$ cat src/sv/bsc_pkg.sv
// ----------------------------------------------------------------------------
// bsc_pkg
// Sizes, codes and state encoding shared by the safety check block.
// ----------------------------------------------------------------------------
package bsc_pkg;

    localparam int NUM_PROCS = 8;
    localparam int NUM_RES   = 4;

    // fixed field widths
    localparam int VAL_W   = 8;
    localparam int ORDER_W = 3;
    localparam int WORK_W  = 12;
    localparam logic [WORK_W-1:0] WORK_MAX = {WORK_W{1'b1}};

    // derived sizes
    localparam int PROC_W    = (NUM_PROCS > 1) ? $clog2(NUM_PROCS) : 1;
    localparam int RES_W     = (NUM_RES > 1) ? $clog2(NUM_RES) : 1;
    localparam int CNT_W     = $clog2(NUM_PROCS + 1);
    localparam int MEM_DEPTH = NUM_PROCS * NUM_RES;
    localparam int MEM_AW    = (MEM_DEPTH > 1) ? $clog2(MEM_DEPTH) : 1;

    // func codes
    localparam logic [1:0] FUNC_LOAD_AVAIL = 2'd0;
    localparam logic [1:0] FUNC_LOAD_PROC  = 2'd1;
    localparam logic [1:0] FUNC_RUN        = 2'd2;

    typedef enum logic [2:0] {
        ST_IDLE,
        ST_INIT,
        ST_CHECK,
        ST_RELEASE,
        ST_EMIT,
        ST_UNSAFE
    } state_t;

endpackage

$ cat src/sv/bsc_ram.sv
// ----------------------------------------------------------------------------
// bsc_ram
// Generic single-write, single-read RAM with registered read data.
// ----------------------------------------------------------------------------
module bsc_ram #(
    parameter int WIDTH = 8,
    parameter int DEPTH = 4
) (
    input  logic                                         clk,
    input  logic                                         we,
    input  logic [((DEPTH > 1) ? $clog2(DEPTH) : 1)-1:0] waddr,
    input  logic [WIDTH-1:0]                             wdata,
    input  logic [((DEPTH > 1) ? $clog2(DEPTH) : 1)-1:0] raddr,
    output logic [WIDTH-1:0]                             rdata
);

    logic [WIDTH-1:0] mem [DEPTH];
    logic [WIDTH-1:0] rdata_reg;

    always_ff @(posedge clk)
    begin
        if (we)
        begin
            mem[waddr] <= wdata;
        end
        rdata_reg <= mem[raddr];
    end

    assign rdata = rdata_reg;

endmodule

$ cat src/sv/bankers_safety_check.sv
// ----------------------------------------------------------------------------
// bankers_safety_check
// Banker's algorithm safety check over stored max/allocation tables.
// ----------------------------------------------------------------------------
//  channel | handshake                     | payload
//  in      | in_valid, in_stall (driven)   | func, proc_index, res_index,
//          |                               | avail_value, max_value, alloc_value
//  out     | out_valid (driven), out_stall | safe, proc_in_order, last
//
//  A run copies the available counts to work, then checks each unfinished
//  process and, if it fits, releases its allocation into work, one resource
//  at a time through the single read port of the max/alloc RAM; at most
//  NUM_PROCS passes. Results leave one per cycle from an output register
//  while out_stall is low. Reset clears control state, work, marks and
//  sequence; RAMs hold garbage until loaded. in_stall is high during a run.
// ----------------------------------------------------------------------------
module bankers_safety_check
    import bsc_pkg::*;
(
    input  logic               clk,
    input  logic               rst_n,
    input  logic               in_valid,
    output logic               in_stall,
    input  logic [1:0]         func,
    input  logic [2:0]         proc_index,
    input  logic [1:0]         res_index,
    input  logic [VAL_W-1:0]   avail_value,
    input  logic [VAL_W-1:0]   max_value,
    input  logic [VAL_W-1:0]   alloc_value,
    output logic               out_valid,
    input  logic               out_stall,
    output logic               safe,
    output logic [ORDER_W-1:0] proc_in_order,
    output logic               last
);

    state_t              state_reg, state_next;
    logic                ph_reg, ph_next;
    logic [PROC_W-1:0]   p_reg, p_next;
    logic [RES_W-1:0]    r_reg, r_next;
    logic [PROC_W-1:0]   k_reg, k_next;
    logic                any_reg, any_next;
    logic [CNT_W-1:0]    found_reg, found_next;
    logic                fin_reg [NUM_PROCS];
    logic                fin_next [NUM_PROCS];
    logic [ORDER_W-1:0]  seq_reg [NUM_PROCS];
    logic [ORDER_W-1:0]  seq_next [NUM_PROCS];
    logic [WORK_W-1:0]   work_reg [NUM_RES];
    logic [WORK_W-1:0]   work_next [NUM_RES];

    logic                out_valid_reg, out_valid_next;
    logic                safe_reg, safe_next;
    logic [ORDER_W-1:0]  order_reg, order_next;
    logic                last_reg, last_next;

    logic                accept;
    logic                avail_we;
    logic                proc_we;
    logic [RES_W-1:0]    avail_waddr;
    logic [MEM_AW-1:0]   proc_waddr;
    logic [MEM_AW-1:0]   proc_raddr;
    logic [VAL_W-1:0]    avail_rdata;
    logic [2*VAL_W-1:0]  proc_rdata;
    logic [VAL_W-1:0]    max_rd;
    logic [VAL_W-1:0]    alloc_rd;
    logic [WORK_W:0]     sum;
    logic                slot_free;
    logic                adv;

    assign accept   = in_valid && !in_stall;
    assign in_stall = (state_reg != ST_IDLE);

    // load write ports; out-of-range indexes are dropped
    assign avail_we    = accept && (func == FUNC_LOAD_AVAIL) && (int'(res_index) < NUM_RES);
    assign proc_we     = accept && (func == FUNC_LOAD_PROC) && (int'(res_index) < NUM_RES)
                         && (int'(proc_index) < NUM_PROCS);
    assign avail_waddr = RES_W'(res_index);
    assign proc_waddr  = MEM_AW'(int'(proc_index) * NUM_RES + int'(res_index));
    assign proc_raddr  = MEM_AW'(int'(p_reg) * NUM_RES + int'(r_reg));

    bsc_ram #(
        .WIDTH (VAL_W),
        .DEPTH (NUM_RES)
    ) u_avail_ram (
        .clk   (clk),
        .we    (avail_we),
        .waddr (avail_waddr),
        .wdata (avail_value),
        .raddr (r_reg),
        .rdata (avail_rdata)
    );

    // max in the upper half, allocation in the lower half
    bsc_ram #(
        .WIDTH (2 * VAL_W),
        .DEPTH (MEM_DEPTH)
    ) u_proc_ram (
        .clk   (clk),
        .we    (proc_we),
        .waddr (proc_waddr),
        .wdata ({max_value, alloc_value}),
        .raddr (proc_raddr),
        .rdata (proc_rdata)
    );

    assign max_rd    = proc_rdata[2*VAL_W-1:VAL_W];
    assign alloc_rd  = proc_rdata[VAL_W-1:0];
    assign sum       = {1'b0, work_reg[r_reg]} + {{(WORK_W+1-VAL_W){1'b0}}, alloc_rd};
    assign slot_free = !out_valid_reg || !out_stall;

    always_ff @(posedge clk or negedge rst_n)
    begin
        if (!rst_n)
        begin
            state_reg     <= ST_IDLE;
            ph_reg        <= 1'b0;
            p_reg         <= '0;
            r_reg         <= '0;
            k_reg         <= '0;
            any_reg       <= 1'b0;
            found_reg     <= '0;
            out_valid_reg <= 1'b0;
            for (int i = 0; i < NUM_PROCS; i++)
            begin
                fin_reg[i] <= 1'b0;
                seq_reg[i] <= '0;
            end
            for (int i = 0; i < NUM_RES; i++)
            begin
                work_reg[i] <= '0;
            end
        end
        else
        begin
            state_reg     <= state_next;
            ph_reg        <= ph_next;
            p_reg         <= p_next;
            r_reg         <= r_next;
            k_reg         <= k_next;
            any_reg       <= any_next;
            found_reg     <= found_next;
            out_valid_reg <= out_valid_next;
            fin_reg       <= fin_next;
            seq_reg       <= seq_next;
            work_reg      <= work_next;
        end
    end

    always_ff @(posedge clk)
    begin
        safe_reg  <= safe_next;
        order_reg <= order_next;
        last_reg  <= last_next;
    end

    always_comb
    begin
        state_next     = state_reg;
        ph_next        = ph_reg;
        p_next         = p_reg;
        r_next         = r_reg;
        k_next         = k_reg;
        any_next       = any_reg;
        found_next     = found_reg;
        fin_next       = fin_reg;
        seq_next       = seq_reg;
        work_next      = work_reg;
        out_valid_next = out_valid_reg && out_stall;
        safe_next      = safe_reg;
        order_next     = order_reg;
        last_next      = last_reg;
        adv            = 1'b0;

        case (state_reg)
            ST_IDLE:
            begin
                if (accept && (func == FUNC_RUN))
                begin
                    state_next = ST_INIT;
                    r_next     = '0;
                    ph_next    = 1'b0;
                end
            end

            ST_INIT:
            begin
                if (!ph_reg)
                begin
                    ph_next = 1'b1;
                end
                else
                begin
                    work_next[r_reg] = {{(WORK_W-VAL_W){1'b0}}, avail_rdata};
                    ph_next          = 1'b0;
                    if (int'(r_reg) == NUM_RES - 1)
                    begin
                        state_next = ST_CHECK;
                        p_next     = '0;
                        r_next     = '0;
                        any_next   = 1'b0;
                        found_next = '0;
                        for (int i = 0; i < NUM_PROCS; i++)
                        begin
                            fin_next[i] = 1'b0;
                            seq_next[i] = '0;
                        end
                    end
                    else
                    begin
                        r_next = r_reg + 1'b1;
                    end
                end
            end

            ST_CHECK:
            begin
                if (fin_reg[p_reg])
                begin
                    adv = 1'b1;
                end
                else if (!ph_reg)
                begin
                    ph_next = 1'b1;
                end
                else
                begin
                    ph_next = 1'b0;
                    // negative need always fits
                    if ((max_rd > alloc_rd)
                        && ({{(WORK_W-VAL_W){1'b0}}, max_rd - alloc_rd} > work_reg[r_reg]))
                    begin
                        adv = 1'b1;
                    end
                    else if (int'(r_reg) == NUM_RES - 1)
                    begin
                        state_next = ST_RELEASE;
                        r_next     = '0;
                    end
                    else
                    begin
                        r_next = r_reg + 1'b1;
                    end
                end
            end

            ST_RELEASE:
            begin
                if (!ph_reg)
                begin
                    ph_next = 1'b1;
                end
                else
                begin
                    ph_next          = 1'b0;
                    work_next[r_reg] = sum[WORK_W] ? WORK_MAX : sum[WORK_W-1:0];
                    if (int'(r_reg) == NUM_RES - 1)
                    begin
                        seq_next[found_reg[PROC_W-1:0]] = ORDER_W'(p_reg);
                        found_next                      = found_reg + 1'b1;
                        fin_next[p_reg]                 = 1'b1;
                        any_next                        = 1'b1;
                        adv                             = 1'b1;
                    end
                    else
                    begin
                        r_next = r_reg + 1'b1;
                    end
                end
            end

            ST_EMIT:
            begin
                if (slot_free)
                begin
                    out_valid_next = 1'b1;
                    safe_next      = 1'b1;
                    order_next     = seq_reg[k_reg];
                    last_next      = (int'(k_reg) == NUM_PROCS - 1);
                    if (int'(k_reg) == NUM_PROCS - 1)
                    begin
                        state_next = ST_IDLE;
                    end
                    else
                    begin
                        k_next = k_reg + 1'b1;
                    end
                end
            end

            ST_UNSAFE:
            begin
                if (slot_free)
                begin
                    out_valid_next = 1'b1;
                    safe_next      = 1'b0;
                    order_next     = '0;
                    last_next      = 1'b1;
                    state_next     = ST_IDLE;
                end
            end

            default:
            begin
                state_next = ST_IDLE;
            end
        endcase

        // move on to the next process or end the run; a pass ends at the highest index
        if (adv)
        begin
            r_next  = '0;
            ph_next = 1'b0;
            if (found_next == CNT_W'(NUM_PROCS))
            begin
                state_next = ST_EMIT;
                k_next     = '0;
            end
            else if (int'(p_reg) == NUM_PROCS - 1)
            begin
                if (!any_next)
                begin
                    state_next = ST_UNSAFE;
                end
                else
                begin
                    state_next = ST_CHECK;
                    p_next     = '0;
                    any_next   = 1'b0;
                end
            end
            else
            begin
                state_next = ST_CHECK;
                p_next     = p_reg + 1'b1;
            end
        end
    end

    assign out_valid     = out_valid_reg;
    assign safe          = safe_reg;
    assign proc_in_order = order_reg;
    assign last          = last_reg;

    // assertions
    a_found_bound: assert property (@(posedge clk) disable iff (!rst_n)
        int'(found_reg) <= NUM_PROCS)
        else $error("found count beyond process count");

    a_emit_all_done: assert property (@(posedge clk) disable iff (!rst_n)
        (state_reg == ST_EMIT) |-> (found_reg == CNT_W'(NUM_PROCS)))
        else $error("sequence emitted before every process finished");

    a_unsafe_form: assert property (@(posedge clk) disable iff (!rst_n)
        (out_valid_reg && !safe_reg) |-> (last_reg && (order_reg == '0)))
        else $error("unsafe transaction not a single last result");

    a_run_blocks_in: assert property (@(posedge clk) disable iff (!rst_n)
        (accept && (func == FUNC_RUN)) |=> (state_reg == ST_INIT))
        else $error("run transaction did not start the check");

endmodule

$ cat config.mk
export PLATFORM = sky130hd
export DESIGN_NAME = bankers_safety_check
export DESIGN_NICKNAME = d
export VERILOG_FILES = /design/src/sv/bsc_pkg.sv /design/src/sv/bsc_ram.sv /design/src/sv/bankers_safety_check.sv
export SDC_FILE = /design/constraint.sdc
export NUM_CORES = 1
export LEC_CHECK = 0
export BUFFER_PORTS_ARGS = -buffer_cell sky130_fd_sc_hd__buf_2
export CAP_MARGIN = 20
export CORE_ASPECT_RATIO = 1.4
export CORE_MARGIN = 2
export CORE_UTILIZATION = 57
export CTS_CLUSTER_SIZE = 25
export DETAILED_ROUTE_END_ITERATION = 10
export PLACE_DENSITY = 0.85
export SLEW_MARGIN = 20
export SYNTH_ARGS = -nofsm -noshare
export SYNTH_HDL_FRONTEND = slang
export SYNTH_HIERARCHICAL = 1
export SYNTH_SLANG_ARGS = --single-unit
$ cat constraint.sdc
create_clock -name clk -period 3.72 [get_ports clk]
set_clock_uncertainty 0.2 [all_clocks]
set_input_delay 0.93 -clock clk [delete_from_list [all_inputs] [get_ports clk]]
set_output_delay 0.93 -clock clk [all_outputs]
set_load 0.03 [all_outputs]
==> flow_summary.ini, run 1 <==
[run_status]
status = completed

[finish]
largest_reg_flops = 512
fillers = 3210
drive_gt1_frac = 0.131
postLayoutCellArea_um2 = 31100
multiInputGateArea_um2 = 7720
area_growth_pct = 11.3
utilization = 0.639
regArea_um2 = 19400
final_nets = 1965
diodes = 0
fin_cells = 2576

[detailed_routing]
vias = 16500
drc_errors = 0
first_iter_violations = 1711
dr.pass1.iters = 5
viasPerCell = 6.42
drt-total-wl_um = 63300
ant_nets = 0
routedWlPerCell_um = 24.6

[critical_path]
cp.required_ns = 4.01
critPathArrivalTime_ns = 3.96
path_max_fanout = 7
critPathKind = register to register
endpoint_kind = register
cp-start-kind = register

[clock_network]
insertion_delay_ns = 0.58
post_cts_buffers = 0
numCtsBuffers = 66
clkTransAtPathRegs_ns = 0.06
cts_tree = yes
htree_num_levels = 3
cts-root-buf = clkbuf_16
ctsHoldBuffers = 0
clock_sinks = 671
cts.path.max_buffers = 3
cts.repair.resized = 0

[global_route]
met3_usage = 0.0354
grt_pass1_vias = 16500
grt_pass1_wl_um = 96100
busiest_layer = met2
overflow = 0
use_met1 = 0.313
grt_use_met2 = 0.439
grt_max_degree = 112
grt_use_total = 0.251
antenna_found_initial = 0

[floorplanning]
design.core.area_um2 = 48600
die_y_um = 266
fp.dieArea_um2 = 50800
io_pins = 42
initial_core_util = 0.574
die_w_um = 191
rows = 96

[sta]
setup-tns-final_ns = 0
period_minus_slack_ns = 3.67
finalSetupViolCount = 0
tightestPinTransition_ns = 1.08
post-route-period-util = 0.986
grt_setup_unrepaired = yes
slew_viol_final = 0
slew_headroom = 0.279
hold_slack_ns = 0.272
finalHoldViolations = 0
fmax_mhz = 273

[logic_synthesis]
ys_ff_latch = 671
yosysMostFrequentCell = edfxtp_1
async_flop_share = 0.146
syn-num-nets = 1882
synthTopCellsByCount = edfxtp_1, mux2i_1, nand2_1, dfrtp_1, nor2_1
synth_area_um2 = 27900
synth.top_cells.by_area = edfxtp_1, mux2i_1, dfrtp_1
synthFlopType = edfxtp_1
syn_area_per_cell_um2 = 15.4
ys_seq_area_frac = 0.695
yosysWarnings = 6
synth_area_leader_cell = edfxtp_1
synth.distinct_cells = 68
synthCells = 1812
synth_top_area_frac = 0.590
synth-edff-count = 549

[placement]
place_area_um2 = 29000
post-place-cells = 2464
port_buffers = 41
place_congestion = 0.859
dp_hpwl_um = 38600

[worst_hold_path]
min-delay-path-class = input port to async pin

[power_and_ir_drop]
leakage_uw = 0.0111
p_per_area_nw_per_um2 = 743
ir_worst_vdd_uv = 699

[job]
cap_violations = 0
[worst max-delay path, cell delays in order (launching register included)]
cell and delay [ns]:
dfxtp_1 0.33, inv_1 0.08, ha_1 0.32, a21o_1 0.20, a21oi_2 0.18, o21bai_1 0.10, a21oi_2 0.16, o21ai_0 0.13
xor2_1 0.16, ha_1 0.29, nand4_1 0.13, o21ai_0 0.11, nor3_1 0.26, o211a_1 0.22, a21o_4 0.17, mux2_2 0.33
o31ai_1 0.19
[placed cells by master (no fill, tap or decap), types with 6 or more instances in the layout]
| cell | instances |
|---|---|
| nand3_1 | 40 |
| clkinv_1 | 14 |
| a22oi_1 | 65 |
| or3_1 | 6 |
| nand2_1 | 109 |
| o21ai_0 | 43 |
| edfxtp_1 | 549 |
| inv_1 | 39 |
| mux2i_1 | 265 |
| nand2b_1 | 10 |
| a21oi_1 | 57 |
| buf_2 | 40 |
| nand4_1 | 22 |
| clkbuf_16 | 69 |
| ha_1 | 33 |
| o31ai_1 | 28 |
| clkbuf_1 | 14 |
| dfrtp_1 | 97 |
| buf_4 | 64 |
| dfxtp_1 | 24 |
| nand3b_1 | 9 |
| nor2b_1 | 7 |
| nor3_1 | 33 |
| xnor2_1 | 8 |
| buf_12 | 12 |
| mux4_2 | 26 |
| nor2_1 | 77 |
| a22o_1 | 60 |
| a31oi_1 | 22 |
[logic make-up after synthesis]
logic type	share of synthesized area
compound gates	0.0790
xor+xnor	0.00314
fa+ha+maj	0.0162
buf+inv	0.0299
flops	0.695
mux	0.117
simple gates	0.0595
[path summary, 6_finish.rpt]
check | start | end | slack (ns) | cells after the start
max in group asynchronous | rst_n | work_reg[42]$_DFFE_PN0P_ | 2.25 | 2
max reg2reg | u_proc_ram/rdata[1]$_DFF_P_ | state_reg[0]$_DFFE_PN0P_ | 0.05 | 16
min in group clk | work_reg[7]$_DFFE_PN0P_ | work_reg[7]$_DFFE_PN0P_ | 0.28 | 2
min reg2reg | work_reg[7]$_DFFE_PN0P_ | work_reg[7]$_DFFE_PN0P_ | 0.28 | 2
max | u_proc_ram/rdata[1]$_DFF_P_ | state_reg[0]$_DFFE_PN0P_ | 0.05 | 16
min | rst_n | seq_reg[7]$_DFFE_PN0P_ | 0.27 | 1
[stage by stage]
step,power (uW),setup slack [ns]
after global routing,24000,-0.163
after CTS,22900,0.0233
final,23100,0.0519
after floorplan,14600,0.141
after global placement,16200,0.146
after detailed placement,16500,0.0216
[metal layers]
metal  share of wire  up-vias
li1                -     7189
met1            0.37     8346
met2            0.52      833
met3           0.074      164
met4           0.039        0
met5               0        -
[power breakdown]
part / total (uW) / leakage [uW] / switching (uW) / internal, uW
combinational: 7700 / 0.00371 / 4680 / 3020
sequential: 8970 / 0.00644 / 398 / 8570
clock: 6420 / 0.00100 / 2680 / 3740
total: 23100 / 0.0111 / 7760 / 15300
[area by class of cell]
class,count,area share
repair buffers,116,0.0296
clock inverters,28,0.00854
clock buffers,84,0.0577
well taps,637,0.0257
inverters,39,0.00471
flip-flops and latches,671,0.625
multi-input cells,1001,0.249
(Power assumes the default switching activity.)
==> run 2, diff against run 1 <==
BUFFER_PORTS_ARGS = -buffer_cell sky130_fd_sc_hd__buf_4   (was -buffer_cell sky130_fd_sc_hd__buf_2)
==> flow_summary.ini, run 2 (synthesized netlist as in run 1, its figures left out) <==
[clock_network]
numCtsBuffers = 61
ctsHoldBuffers = 0
clock_sinks = 671
insertion_delay_ns = 0.63
cts_tree = yes
clkTransAtPathRegs_ns = 0.06
cts-root-buf = clkbuf_16
htree_num_levels = 2
cts.path.max_buffers = 3

[finish]
final_common_cell = edfxtp_1
postLayoutCellArea_um2 = 31500
largest_reg_flops = 512
area_growth_pct = 12.8
diodes = 0
drive_gt1_frac = 0.143
final_nets = 1965
final_cell_mix = edfxtp_1, mux2i_1, nand2_1
fin_cells = 2582

[job]
cap_violations = 0

[global_route]
grt_max_degree = 123
overflow = 0
grt_use_met2 = 0.448
grt_pass1_vias = 16900
busiest_layer = met2
grt_use_total = 0.255
antenna_found_initial = 0
grt_pass1_wl_um = 96800
met3_usage = 0.0393
use_met1 = 0.305

[detailed_routing]
routedWlPerCell_um = 25.0
vias = 16700
ant_nets = 0
viasPerCell = 6.45
drc_errors = 0
drt-total-wl_um = 64400
dr.pass1.iters = 7
first_iter_violations = 1517

[sta]
slew_headroom = 0.379
tightestPinTransition_ns = 0.932
slew_viol_final = 0
finalSetupViolCount = 0
fmax_mhz = 278
finalHoldViolations = 0
grt_setup_unrepaired = yes
period_minus_slack_ns = 3.59
post-route-period-util = 0.966
hold_slack_ns = 0.213

[power_and_ir_drop]
ir_worst_vdd_uv = 821
p_total_uw = 23500
p_per_area_nw_per_um2 = 747
leakage_uw = 0.0113

[floorplanning]
die_y_um = 266
fp.dieArea_um2 = 50800
io_pins = 42
rows = 96
design.core.area_um2 = 48600
die_w_um = 191
initial_core_util = 0.574

[critical_path]
endpoint_kind = register
reg2reg_slack_ns = 0.13
path_max_fanout = 10
critPathKind = register to register
critPathArrivalTime_ns = 3.86
cp.required_ns = 3.98
cp-start-kind = register

[placement]
dp_hpwl_um = 39100
place_area_um2 = 29300
place_congestion = 0.887
post-place-cells = 2467
port_buffers = 41

[worst_hold_path]
min-delay-path-class = input port to async pin

[run_status]
status = completed
-- run 2: cell types whose count changed in the layout (fill, tap and decap cells not counted), sizes merged --
cell | previous run | this run
clkinv | 20 | 17
bufinv | 5 | 11
inv | 41 | 42
clkbuf | 84 | 77
clkinvlp | 1 | 5
buf | 116 | 121
-- run 2: metrics by stage --
stage	TNS, ns	setup WS (ns)	util
3_3_place_gp	0	0.0909	0.602
3_5_place_dp	-0.0253	-0.0253	0.602
6_report	0	0.126	0.647
2_1_floorplan	0	0.141	-
5_1_grt	-0.0963	-0.0287	0.647
4_1_cts	0	0.0143	0.646
-- run 2: what timing repair did --
item	in CTS	in global routing
setup buffers	1	1
gates cloned	0	0
setup endpoints to repair	4	40
pin swaps	3	4
resized for setup	3	12
-- run 2: cell type report --
type                    count  area, um^2
multi-input cells        1001        7740
inverters                  39         146
well taps                 637         797
clock inverters            36         477
flip-flops and latches    671       19400
fillers                  3104       17200
clock buffers              77        1640
repair buffers            121        1270
-- run 2: critical path, cell delays in order, from the launching register on --
cell and delay, ns:
dfrtp_4 0.54, mux4_2 0.57, ha_1 0.22, inv_1 0.07, fa_1 0.21, nor2b_1 0.06
o21a_1 0.18, o21ai_1 0.28, a21boi_0 0.16, or3_1 0.34, a211oi_2 0.43, o31ai_1 0.15
-- run 2: final timing paths --
| check | startpoint | end | cells past startpoint |
|---|---|---|---|
| worst max-delay path | r_reg[0]$_DFFE_PN0P_ | work_reg[18]$_DFFE_PN0P_ | 11 |
| worst min-delay path | rst_n | seq_reg[18]$_DFFE_PN0P_ | 1 |
| worst max register to register | r_reg[0]$_DFFE_PN0P_ | work_reg[18]$_DFFE_PN0P_ | 11 |
| worst min register to register | work_reg[15]$_DFFE_PN0P_ | work_reg[15]$_DFFE_PN0P_ | 2 |
| max in group asynchronous | rst_n | work_reg[7]$_DFFE_PN0P_ | 2 |
| min in group clk | work_reg[15]$_DFFE_PN0P_ | work_reg[15]$_DFFE_PN0P_ | 2 |
-- run 2: report_power, final --
part / switching [uW] / internal, uW / total (uW)
Sequential: 346 / 8570 / 8920
Clock: 2690 / 3880 / 6560
Combinational: 4880 / 3160 / 8030
-- run 2: metal layers --
layer,part of all wire,vias to the layer above
met1,0.35,8362
met4,0.049,0
met5,0,-
met3,0.071,196
met2,0.53,908
li1,-,7195
==> run 3, diff against run 2 <==
ABC_AREA = 1   (was default)
==> flow_summary.ini, run 3 <==
[run_status]
status = completed

[logic_synthesis]
synth.top_cells.by_area = edfxtp_1, nand2_1, dfrtp_1
yosysMostFrequentCell = nand2_1
yosysWarnings = 6
syn_area_per_cell_um2 = 10.5
synthCells = 2768
synthTopCellsByCount = nand2_1, edfxtp_1, nand3_1, inv_1, dfrtp_1
ys_ff_latch = 671
async_flop_share = 0.146
synth_top_area_frac = 0.565
synth.distinct_cells = 47
syn-num-nets = 2838
ys_seq_area_frac = 0.665
synth_area_leader_cell = edfxtp_1
synthFlopType = edfxtp_1
synth_area_um2 = 29200
synth-edff-count = 549

[power_and_ir_drop]
p_total_uw = 22600
leakage_uw = 0.0128
ir_worst_vdd_uv = 517
p_per_area_nw_per_um2 = 711

[global_route]
antenna_found_initial = 0
grt_pass1_wl_um = 109000
overflow = 0
grt_max_degree = 145
grt_use_total = 0.263
grt_pass1_vias = 20700

[critical_path]
path_max_fanout = 11
endpoint_kind = register
cp.required_ns = 4.01
critPathArrivalTime_ns = 3.68
cp-start-kind = register
critPathKind = register to register

[finish]
area_growth_pct = 9.03
drive_gt1_frac = 0.0842
regArea_um2 = 19400
final_cell_mix = nand2_1, edfxtp_1, nand3_1
diodes = 0
final_nets = 2867
largest_reg_flops = 512
fillers = 3642
multiInputGateArea_um2 = 8240
final_common_cell = nand2_1
postLayoutCellArea_um2 = 31800

[clock_network]
clkTransAtPathRegs_ns = 0.07
clock_sinks = 671
htree_num_levels = 2
post_cts_buffers = 0
cts.path.max_buffers = 3
cts_tree = yes
numCtsBuffers = 57
insertion_delay_ns = 0.62
cts-root-buf = clkbuf_16

[placement]
dp_hpwl_um = 41800
place_congestion = 0.875
port_buffers = 41
dp_slack_ns = 0.189
place_area_um2 = 30000

[floorplanning]
io_pins = 42
rows = 98
fp.dieArea_um2 = 53100
die_y_um = 272
design.core.area_um2 = 50900
die_w_um = 195
initial_core_util = 0.574

[detailed_routing]
vias = 20900
viasPerCell = 5.99
drc_errors = 0
first_iter_violations = 2597
ant_nets = 0
drt-total-wl_um = 69800
dr.pass1.iters = 8
routedWlPerCell_um = 20.0

[sta]
fmax_mhz = 295
tightestPinTransition_ns = 0.872
slew_headroom = 0.419
post-route-period-util = 0.912
setup-tns-final_ns = 0
finalSetupViolCount = 0
slew_viol_final = 0
finalHoldViolations = 0
fin_ws_ns = 0.326
grt_setup_unrepaired = no
period_minus_slack_ns = 3.39

[job]
cap_violations = 0

[worst_hold_path]
min-delay-path-class = input port to async pin
-- run 3: cell types whose count changed in the layout (fill, tap and decap cells not counted), moves of 24 or more --
cell	change
nand3_1	+430
mux2i_1	-265
o22ai_1	+24
a22oi_1	-65
inv_1	+121
a22o_1	-60
nand2_1	+874
o31ai_1	-26
mux4_2	-26
-- run 3: path summary, 6_finish.rpt --
path / start / slack (ns) / to / cells after the start
hold / removal: rst_n / 0.22 / seq_reg[18]$_DFFE_PN0P_ / 1
max in group asynchronous: rst_n / 2.39 / work_reg[39]$_DFFE_PN0P_ / 2
setup reg to reg: r_reg[1]$_DFFE_PN0P_ / 0.33 / work_reg[40]$_DFFE_PN0P_ / 15
min in group clk: work_reg[12]$_DFFE_PN0P_ / 0.28 / work_reg[12]$_DFFE_PN0P_ / 2
setup / recovery: r_reg[1]$_DFFE_PN0P_ / 0.33 / work_reg[40]$_DFFE_PN0P_ / 15
hold reg to reg: work_reg[12]$_DFFE_PN0P_ / 0.28 / work_reg[12]$_DFFE_PN0P_ / 2
-- run 3: logic make-up after synthesis --
family / Yosys count / synth area share
compound gates: 156 / 0.0308
buf+inv: 307 / 0.0534
mux: 1 / 0.000771
fa+ha+maj: 35 / 0.0155
flops: 671 / 0.665
xor+xnor: 14 / 0.00420
simple gates: 1584 / 0.230
-- run 3: metal layers --
metal / track usage / up-vias / share of wire
met5: 0 / - / 0
met4: 0.146 / 0 / 0.054
met3: 0.0344 / 243 / 0.086
met2: 0.464 / 1242 / 0.51
met1: 0.314 / 9965 / 0.35
li1: - / 9444 / -
-- run 3: layout make-up --
class / count / share of cell area
repair buffers: 106 / 0.0285
multi-input cells: 1790 / 0.259
well taps: 650 / 0.0256
flip-flops and latches: 671 / 0.610
inverters: 171 / 0.0206
clock buffers: 68 / 0.0477
clock inverters: 31 / 0.00841
-- run 3: report_power, final --
group	switching (uW)	total [uW]	leakage [uW]	internal [uW]
combinational	5480	7980	0.00546	2500
sequential	398	8990	0.00644	8590
clock	2610	5680	0.000883	3060
-- run 3: stage by stage --
step,instances,utilization,hold WS (ns)
floorplan,2768,-,0.244
finish,3487,0.625,0.221
detailed placement,3388,0.590,0.261
global placement,3388,0.590,0.256
CTS,3487,0.625,0.229
global route,3487,0.625,0.265
-- run 3: worst max-delay path: stages (launching register included) --
cell and delay (ns):
dfrtp_4 0.49, inv_1 0.28, o21ai_0 0.15, o22ai_1 0.22, ha_1 0.23, inv_1 0.06
fa_1 0.41, o21ai_1 0.28, nand2_1 0.12, nand2_1 0.11, nand2_1 0.10, nor2_2 0.15
nor2_2 0.12, nand2_1 0.16, nand3_1 0.08, o21ai_0 0.11
-- run 3: timing repair --
item,CTS,global route
gates resized for setup,0,6
endpoints found under the setup margin,0,35
hold buffers,0,0
